[src/sv/lbf_pkg.sv]
// ----------------------------------------------------------------------------
// lbf_pkg: shared definitions for the letterbox fit block
// Default widths and the configuration register map.
// ----------------------------------------------------------------------------
package lbf_pkg;

   localparam int COORD_BITS_DEF  = 16;
   localparam int ASPECT_BITS_DEF = 16;
   localparam int DIM_BITS        = 14;
   localparam int CSR_INDEX_BITS  = 3;

   typedef enum logic [CSR_INDEX_BITS-1:0] {
      CSR_VIDEO_WIDTH  = 3'd0,
      CSR_VIDEO_HEIGHT = 3'd1,
      CSR_ASPECT_NUM   = 3'd2,
      CSR_ASPECT_DEN   = 3'd3,
      CSR_TRANSPOSED   = 3'd4,
      CSR_KEEP_ASPECT  = 3'd5
   } csr_index_type;

endpackage

[src/sv/lbf_div_step.sv]
// ----------------------------------------------------------------------------
// lbf_div_step: one restoring division step
// Shifts the next dividend bit into the partial remainder, subtracts the
// divisor when it fits and shifts the quotient bit in at the bottom.
// ----------------------------------------------------------------------------
module lbf_div_step
   import lbf_pkg::*;
#(
   parameter int REM_BITS = DIM_BITS + ASPECT_BITS_DEF,
   parameter int QUO_BITS = COORD_BITS_DEF
) (
   input  logic [REM_BITS-1:0] rem_i,
   input  logic [QUO_BITS-1:0] quo_i,
   input  logic [REM_BITS-1:0] divisor_i,
   output logic [REM_BITS-1:0] rem_o,
   output logic [QUO_BITS-1:0] quo_o
);

   logic [REM_BITS:0] trial;
   logic [REM_BITS:0] diff;
   logic              fits;

   always_comb begin
      trial = {rem_i, quo_i[QUO_BITS-1]};
      diff  = trial - {1'b0, divisor_i};
      fits  = (trial >= {1'b0, divisor_i});
      rem_o = fits ? diff[REM_BITS-1:0] : trial[REM_BITS-1:0];
      quo_o = {quo_i[QUO_BITS-2:0], fits};
   end

endmodule
[config.mk]
export PLATFORM = sky130hd
export DESIGN_NAME = lbf_div_step
export DESIGN_NICKNAME = d
export VERILOG_FILES = /design/src/sv/lbf_pkg.sv /design/src/sv/lbf_div_step.sv
export SDC_FILE = /design/constraint.sdc
export NUM_CORES = 1
export LEC_CHECK = 0
export ABC_AREA = 1
export BUFFER_PORTS_ARGS = -buffer_cell sky130_fd_sc_hd__buf_2
export CAP_MARGIN = 20
export CORE_AREA = 2 2 77 79
export DETAILED_ROUTE_END_ITERATION = 8
export DIE_AREA = 0 0 79 81
export PLACE_DENSITY = 0.86
export SLEW_MARGIN = 0
export SYNTH_ARGS = -nofsm -noshare
export SYNTH_HDL_FRONTEND = slang
export SYNTH_SLANG_ARGS = --single-unit
[constraint.sdc]
create_clock -name vclk -period 2.1
set_input_delay 0 -clock vclk [all_inputs]
set_output_delay 0 -clock vclk [all_outputs]
set_load 0.05 [all_outputs]
Word-level counts from Yosys, hierarchy flattened
Index checks and enable logic that the tools add are counted.

operators by class
  add/subtract/negate cells = 1
  multipliers = 0
  div/mod/pow operators = 0
  magnitude comparators = 1
  equal/unequal tests = 0
  shift-type cells = 0
  multiplexer cells = 1
  bitwise logic cells = 0
  reduce and logical (&&, ||, !) cells = 0

operators by type and width
  cell                                              number
  31-bit by 30-bit >= comparator with 1-bit output  1
  30-bit two-way mux                                1
  30-bit subtractor                                 1

word-level totals
  bits in registers = 0
  latch bits = 0
  memory bits (writable) = 0
  memory bits (read-only) = 0
  input port bits = 76
  output and inout bits = 46
  logic and storage cells = 3
  memories = 0

Longest topological paths before layout
Gate-level depths: netlist of the first run.

  word-level depth = 2
  gate-level depth with buffers = 15
  depth with buffers taken out = 14

Least setup slack after synthesis of the first run
No wires, ideal clock.

  path kind = input port to output port
  from = in divisor_i[26]
  to = out rem_o[1]
  arrival = 2310 ps
  required time = 2100 ps
  slack = -210 ps
  stages = 12
  buffers on the path = 1
  cells stage by stage = inv_1 ha_1 nand2_1 inv_1 nand2_1 nand2_1 nand2_1 nand2_1 a21oi_1 nand3_2 buf_6 o21ai_0

on the way
  word-level cells in the longest chain between the ends = 2

ends and longest elaborated chain
  item                                              line                text
  from (decl)                                       lbf_div_step.sv:14  input logic [REM_BITS-1:0] divisor_i,
  31-bit by 30-bit >= comparator with 1-bit output  lbf_div_step.sv:26  fits = (trial >= {1'b0, divisor_i});
  30-bit two-way mux                                lbf_div_step.sv:27  rem_o = fits ? diff[REM_BITS-1:0] : trial[REM_BITS-1:0];
  to (decl)                                         lbf_div_step.sv:15  output logic [REM_BITS-1:0] rem_o,

Every way passes these cells.

Worst setup path after layout of the first run
  from = in rem_i[15]
  to = out rem_o[18]

on the way
  word-level cells in the longest chain between the ends = 2
  elaborated cells between the ends (all ways) = 3

ends and longest elaborated chain
  item                                                                                          line                                    text
  from (decl)                                                                                   lbf_div_step.sv:12                      input logic [REM_BITS-1:0] rem_i,
  30-bit subtractor / 31-bit by 30-bit >= comparator with 1-bit output (equally long branches)  lbf_div_step.sv:25, lbf_div_step.sv:26
  30-bit two-way mux *                                                                          lbf_div_step.sv:27

Mark *: on every way between the ends. The rest lies on a longest branch, timed or not.

==> results of run 1 <==
## how the worst max path moves through the flow
stage                   from   endpoint  cells past startpoint
2_1_floorplan  divisor_i[26]   rem_o[1]                     12
3_3_place_gp       rem_i[22]  rem_o[22]                     13
3_5_place_dp       rem_i[22]  rem_o[22]                     13
4_1_cts            rem_i[22]  rem_o[22]                     13
5_1_grt        divisor_i[24]  rem_o[21]                     14
6_report           rem_i[15]  rem_o[18]                     12
## area by class of cell
type               count  share of cell area, %
inverters            147                   15.4
multi-input cells    460                   65.8
well taps             75                   2.62
repair buffers       101                   16.2
## cell families after synthesis
logic type / share of synthesized area (%)
XOR/XNOR: 3.76
AO/OA/AOI/OAI: 3.67
buffers and inverters: 24.4
adder cells (fa/ha/maj): 13.0
AND/OR/NAND/NOR: 55.2
## repair_timing
action,in CTS,in global routing
buffers inserted,0,1
endpoints found under the setup margin,0,29
hold endpoints to repair,0,0
gates resized for setup,0,15
## layout by cell type, fill, tap and decap left out, types with 4 or more instances in the layout
cell type,count
sky130_fd_sc_hd__nor2_1,39
sky130_fd_sc_hd__nand3b_1,5
sky130_fd_sc_hd__buf_2,86
sky130_fd_sc_hd__a21oi_1,13
sky130_fd_sc_hd__nand4_1,6
sky130_fd_sc_hd__inv_1,147
sky130_fd_sc_hd__nand2_1,258
sky130_fd_sc_hd__nand3_1,73
sky130_fd_sc_hd__ha_1,25
sky130_fd_sc_hd__xor2_1,12
sky130_fd_sc_hd__buf_4,6
sky130_fd_sc_hd__nor3_1,4
sky130_fd_sc_hd__clkbuf_4,6
## power groups by stage
stage | Combinational [W] | Sequential, W | Clock [W]
finish | 0.00145 | 0 | 0
global route | 0.00157 | 0 | 0
CTS | 0.00141 | 0 | 0
detailed placement | 0.00140 | 0 | 0
global placement | 0.00138 | 0 | 0
floorplan | 0.00113 | 0 | 0
## metal layers
metal | wire length, um | GRT usage (%) | vias to the layer above
met4 | 187 | 5.00 | 0
met5 | 0 | 0 | -
met3 | 739 | 1.67 | 22
met1 | 4150 | 36.9 | 1737
met2 | 4440 | 49.5 | 177
li1 | - | - | 2042
## per-stage QoR
stage	utilization, %	setup slack (ns)	total power, W	instance area [um^2]
after detailed placement	61.6	0.0928	0.00140	3500
after global placement	61.6	0.117	0.00138	3500
after global routing	63.1	0.00454	0.00157	3580
after floorplan	-	0.168	0.00113	3030
after CTS	61.6	0.0814	0.00141	3500
final	63.1	0.0514	0.00145	3580
==> results.toml, run 1 <==
[floorplanning]
die_area_mm2 = 0.00640
die_height_um = 81
floorplan.die.width_um = 79
pin_count = 122
rows = 28
initial_utilization_pct = 53.4
core_area_mm2 = 0.00568

[pwr]
clock_power_share_pct = 0
power_leakage_nw = 2.45
switching_share_pct = 70.2
max-vdd-ir-drop_uv = 212
p_int_w = 0.000433
p_sw_w = 0.00102
power.share.sequential_pct = 0
combinational_group_share_of_total_power_pct = 100.0
powerDensity_mw_per_mm2 = 405

[synth]
syn_area_per_cell_um2 = 4.81
synth_top_cells_by_count = "sky130_fd_sc_hd__nand2_1, sky130_fd_sc_hd__inv_1, sky130_fd_sc_hd__nand3_1, sky130_fd_sc_hd__nor2_1, sky130_fd_sc_hd__ha_1"
synthMostInstantiatedCell = "sky130_fd_sc_hd__nand2_1"
netlist.area_leader.share_pct = 31.9
synth.yosys.warnings = 0
ys_seq_area_share_pct = 0
synth_cell_types = 25
netlist_instances = 630
synthTopCellsByArea = "sky130_fd_sc_hd__nand2_1, sky130_fd_sc_hd__inv_1, sky130_fd_sc_hd__ha_1, sky130_fd_sc_hd__nand3_1, sky130_fd_sc_hd__nor2_1"
synth_area_leader_cell = "sky130_fd_sc_hd__nand2_1"
syn_nets = 737
synth.cell_area_mm2 = 0.00303

[routing]
number_of_optimization_iterations_in_the_first_detailed_route_pass = 5
routedWlPerCell_um = 12.2
vias_per_cell = 5.08
route.detailed.drc = 0
routed_wirelength_mm = 9.52
drt_first_iter_violations = 331
final_antenna_net_count = 0
num_vias = 3978

[timing]
timing.hold.ws_ns = 0.0000220
achievable-frequency_ghz = 0.488
timing_max_transition_violations_final = 0
setup_viol_count_final = 0
max_slew_margin_pct = 76.5
finalWorstPathRequiredPeriod_ns = 2.05
fin_tns_setup_ns = 0
period_share_pct = 97.6
hold_viol_final = 0
worst_slew_pin_tran_ns = 0.353
setup_repair_after_global_routing_missed_its_margin = "no"

[critical_path]
crit_path_max_incr_delay_ns = 0.37
critical_path_peak_fanout = 19
worst_ep_required_time_ns = 2.10
crit_type = "primary input to output pin"
worst_path_dominant_cell_family = "simple AND/OR/NAND/NOR gates"
crit_buf_inv = 3
end_kind = "output pin"
cp_slowest_cell = "sky130_fd_sc_hd__ha_1"
critPathLaunchType = "primary input"
cp.arrival_ns = 2.05
timing.critical_path.cells = "buf_2 -> ha_1 -> nand2_1 -> nor2_1 -> nand2_1 -> nor3_1 -> nand2_1 -> nand3_2 -> buf_12 -> nand3_1 -> nand2_1 -> buf_2"
critical_path.most_common_cell = "sky130_fd_sc_hd__nand2_1"

[global_route]
antenna_found_initial = 0
grt_first_pass_wirelength_mm = 14.7
grtUsageTotal_pct = 27.6
pin_count_of_the_biggest_net_entering_global_routing = 22
grt_pass1_vias = 3445
gr-total-overflow = 0

[placed_design]
post-place-cells = 782
detailed_place_hpwl_mm = 7.91
portBuffers = 92
gp_routability_congestion = 0.989

[status]
run_status = "finished, final reports clean"

[layout]
final_net_count = 817
num-fill-cells = 618
multi_input_area_mm2 = 0.00236
area_growth_pct = 18.2
layout.area.seq_um2 = 0
post_route_cells_drive_above_1_share_pct = 16.4
seq_cell_count = 0
finalNonFillerCells = 783
antenna_cells = 0
nClkBuffers = 0

[hold_path]
hold_path_end = "quo_o[7]"
worstHoldPathType = "primary input to output pin"
hold-path-cell-count = 0
hold_start = "quo_i[6]"

[clock_tree]
cts_hold_buf = 0

[run]
cap_violations = 0
Power figures use the tool's default switching activity.
==> run 2: changes to the inputs <==
CORE_AREA = 2 2 84 86   (was 2 2 77 79)
DIE_AREA = 0 0 86 88   (was 0 0 79 81)
PLACE_DENSITY = 0.76   (was 0.86)
clock period = 1.8 ns   (was 2.1 ns; I/O delays follow)
==> results.toml, run 2 (synthesized netlist as in run 1, its figures left out) <==
[placed_design]
portBuffers = 92
detailed_place_hpwl_mm = 8.59
gp_routability_congestion = 0.998
dp_slack_ns = -0.198
place_area_mm2 = 0.00395

[pwr]
powerDensity_mw_per_mm2 = 487
power.share.sequential_pct = 0
power_leakage_nw = 3.08
switching_share_pct = 58.2
combinational_group_share_of_total_power_pct = 100.0
max-vdd-ir-drop_uv = 326
design_power_total_w = 0.00265
p_sw_w = 0.00154
p_int_w = 0.00111
clock_power_share_pct = 0

[critical_path]
cp.arrival_ns = 1.83
critPathLaunchType = "primary input"
critical_path_peak_fanout = 6
timing.critical_path.to = "rem_o[28]"
critical_path.most_common_cell = "sky130_fd_sc_hd__nand2_2"
timing.critical_path.cells = "buf_2 -> inv_1 -> ha_4 -> nand2_2 -> nor2_4 -> buf_4 -> nand2_1 -> nor3_2 -> a31oi_4 -> buf_6 -> nand3_1 -> nand2_2 -> buf_8"
end_kind = "output pin"
crit_path_max_incr_delay_ns = 0.29
crit_type = "primary input to output pin"
worst_ep_required_time_ns = 1.80
critPathLaunch = "divisor_i[13]"
cp_slowest_cell = "sky130_fd_sc_hd__ha_4"

[routing]
final_antenna_net_count = 0
routed_wirelength_mm = 13.4
routedWlPerCell_um = 15.5
number_of_optimization_iterations_in_the_first_detailed_route_pass = 5
vias_per_cell = 5.26
drt_first_iter_violations = 386
route.detailed.drc = 0
num_vias = 4546

[status]
run_status = "finished, violations left"
failing_checks = "negative setup slack"

[global_route]
antenna_found_initial = 0
grt_pass1_vias = 3920
grtUsageTotal_pct = 28.2
grt_first_pass_wirelength_mm = 17.5
pin_count_of_the_biggest_net_entering_global_routing = 16
gr-total-overflow = 0

[hold_path]
worstHoldPathType = "primary input to output pin"

[layout]
post_route_cells_drive_above_1_share_pct = 44.7
num-fill-cells = 433
most_used_cells_in_the_layout_excluding_fill_and_tap_cells = "sky130_fd_sc_hd__nand2_1, sky130_fd_sc_hd__inv_1, sky130_fd_sc_hd__buf_4"
layout.area.seq_um2 = 0
final_common_cell = "sky130_fd_sc_hd__nand2_1"
final_net_count = 894
antenna_cells = 0
final_util_pct = 81.9
nClkBuffers = 0
final_instance_area_mm2 = 0.00544
area_growth_pct = 79.5
seq_cell_count = 0

[timing]
finalWorstPathRequiredPeriod_ns = 1.83
worst_slew_pin_tran_ns = 0.357
fin_tns_setup_ns = -0.147
setup_repair_after_global_routing_missed_its_margin = "yes"
max_slew_margin_pct = 76.2
setup_viol_count_final = 12
period_share_pct = 102
final.setup.worst_slack_ns = -0.0272
hold_viol_final = 0
achievable-frequency_ghz = 0.547
timing_max_transition_violations_final = 0

[floorplanning]
pin_count = 122
floorplan.die.width_um = 86
core_area_mm2 = 0.00664
initial_utilization_pct = 45.6
die_height_um = 88
die_area_mm2 = 0.00757
rows = 30

[run]
cap_violations = 0
[run 2: cell types whose count changed in the layout (fill, tap and decap cells not counted), sizes merged]
cell,before,now
buf,95,178
clkbuf,6,0
[run 2: per-layer routing]
metal | share of wire [%] | routed length, um | global-route usage, % | vias to the layer above
met5 | 0 | 0 | 0 | -
met4 | 3.8 | 516 | 7.36 | 0
met3 | 6.1 | 816 | 1.51 | 58
met2 | 50 | 6750 | 51.1 | 234
met1 | 40 | 5320 | 36.4 | 2060
li1 | - | - | - | 2194
[run 2: cell type report]
cell class | instances | area (um^2) | area share [%]
inverters | 147 | 557 | 10.2
multi-input cells | 460 | 3240 | 59.6
well taps | 80 | 100 | 1.84
repair buffers | 178 | 1540 | 28.3
[run 2: worst max-delay path, delay by kind of cell]
kind,cells,cell delay [ns]
AOI/OAI and AO/OA,1,0.20
adders and majority gates,1,0.29
and+or+nand+nor,6,0.71
buffers and inverters,5,0.61
[run 2: worst min path at each step]
stage               slack (ns)        end  cells past startpoint       from
floorplan                 0.17  quo_o[10]                      1   quo_i[9]
global placement        0.0003  quo_o[12]                      0  quo_i[11]
detailed placement      0.0003  quo_o[12]                      0  quo_i[11]
CTS                     0.0003  quo_o[12]                      0  quo_i[11]
global route            0.0001   quo_o[3]                      0   quo_i[2]
finish                 0.00002   quo_o[3]                      0   quo_i[2]
[run 2: metrics by stage]
step,instances,hold WS (ns)
finish,865,0.0000171
CTS,852,0.000341
detailed placement,845,0.000341
floorplan,630,0.167
global route,865,0.0000989
global placement,845,0.000341
[run 2: repair_timing]
| action | in CTS | in global routing |
|---|---|---|
| buffers inserted | 5 | 13 |
| gates resized for setup | 96 | 212 |
| pin swaps | 6 | 64 |
| setup endpoints to repair | 31 | 31 |
| hold buffers | 0 | 0 |
| gates cloned | 2 | 1 |
| hold endpoints to repair | 0 | 0 |
[run 2: power by group through the flow]
stage | logic (W) | registers [W] | clock network, W
after floorplan | 0.00132 | 0 | 0
after global placement | 0.00177 | 0 | 0
after detailed placement | 0.00178 | 0 | 0
after CTS | 0.00209 | 0 | 0
after global routing | 0.00280 | 0 | 0
final | 0.00265 | 0 | 0
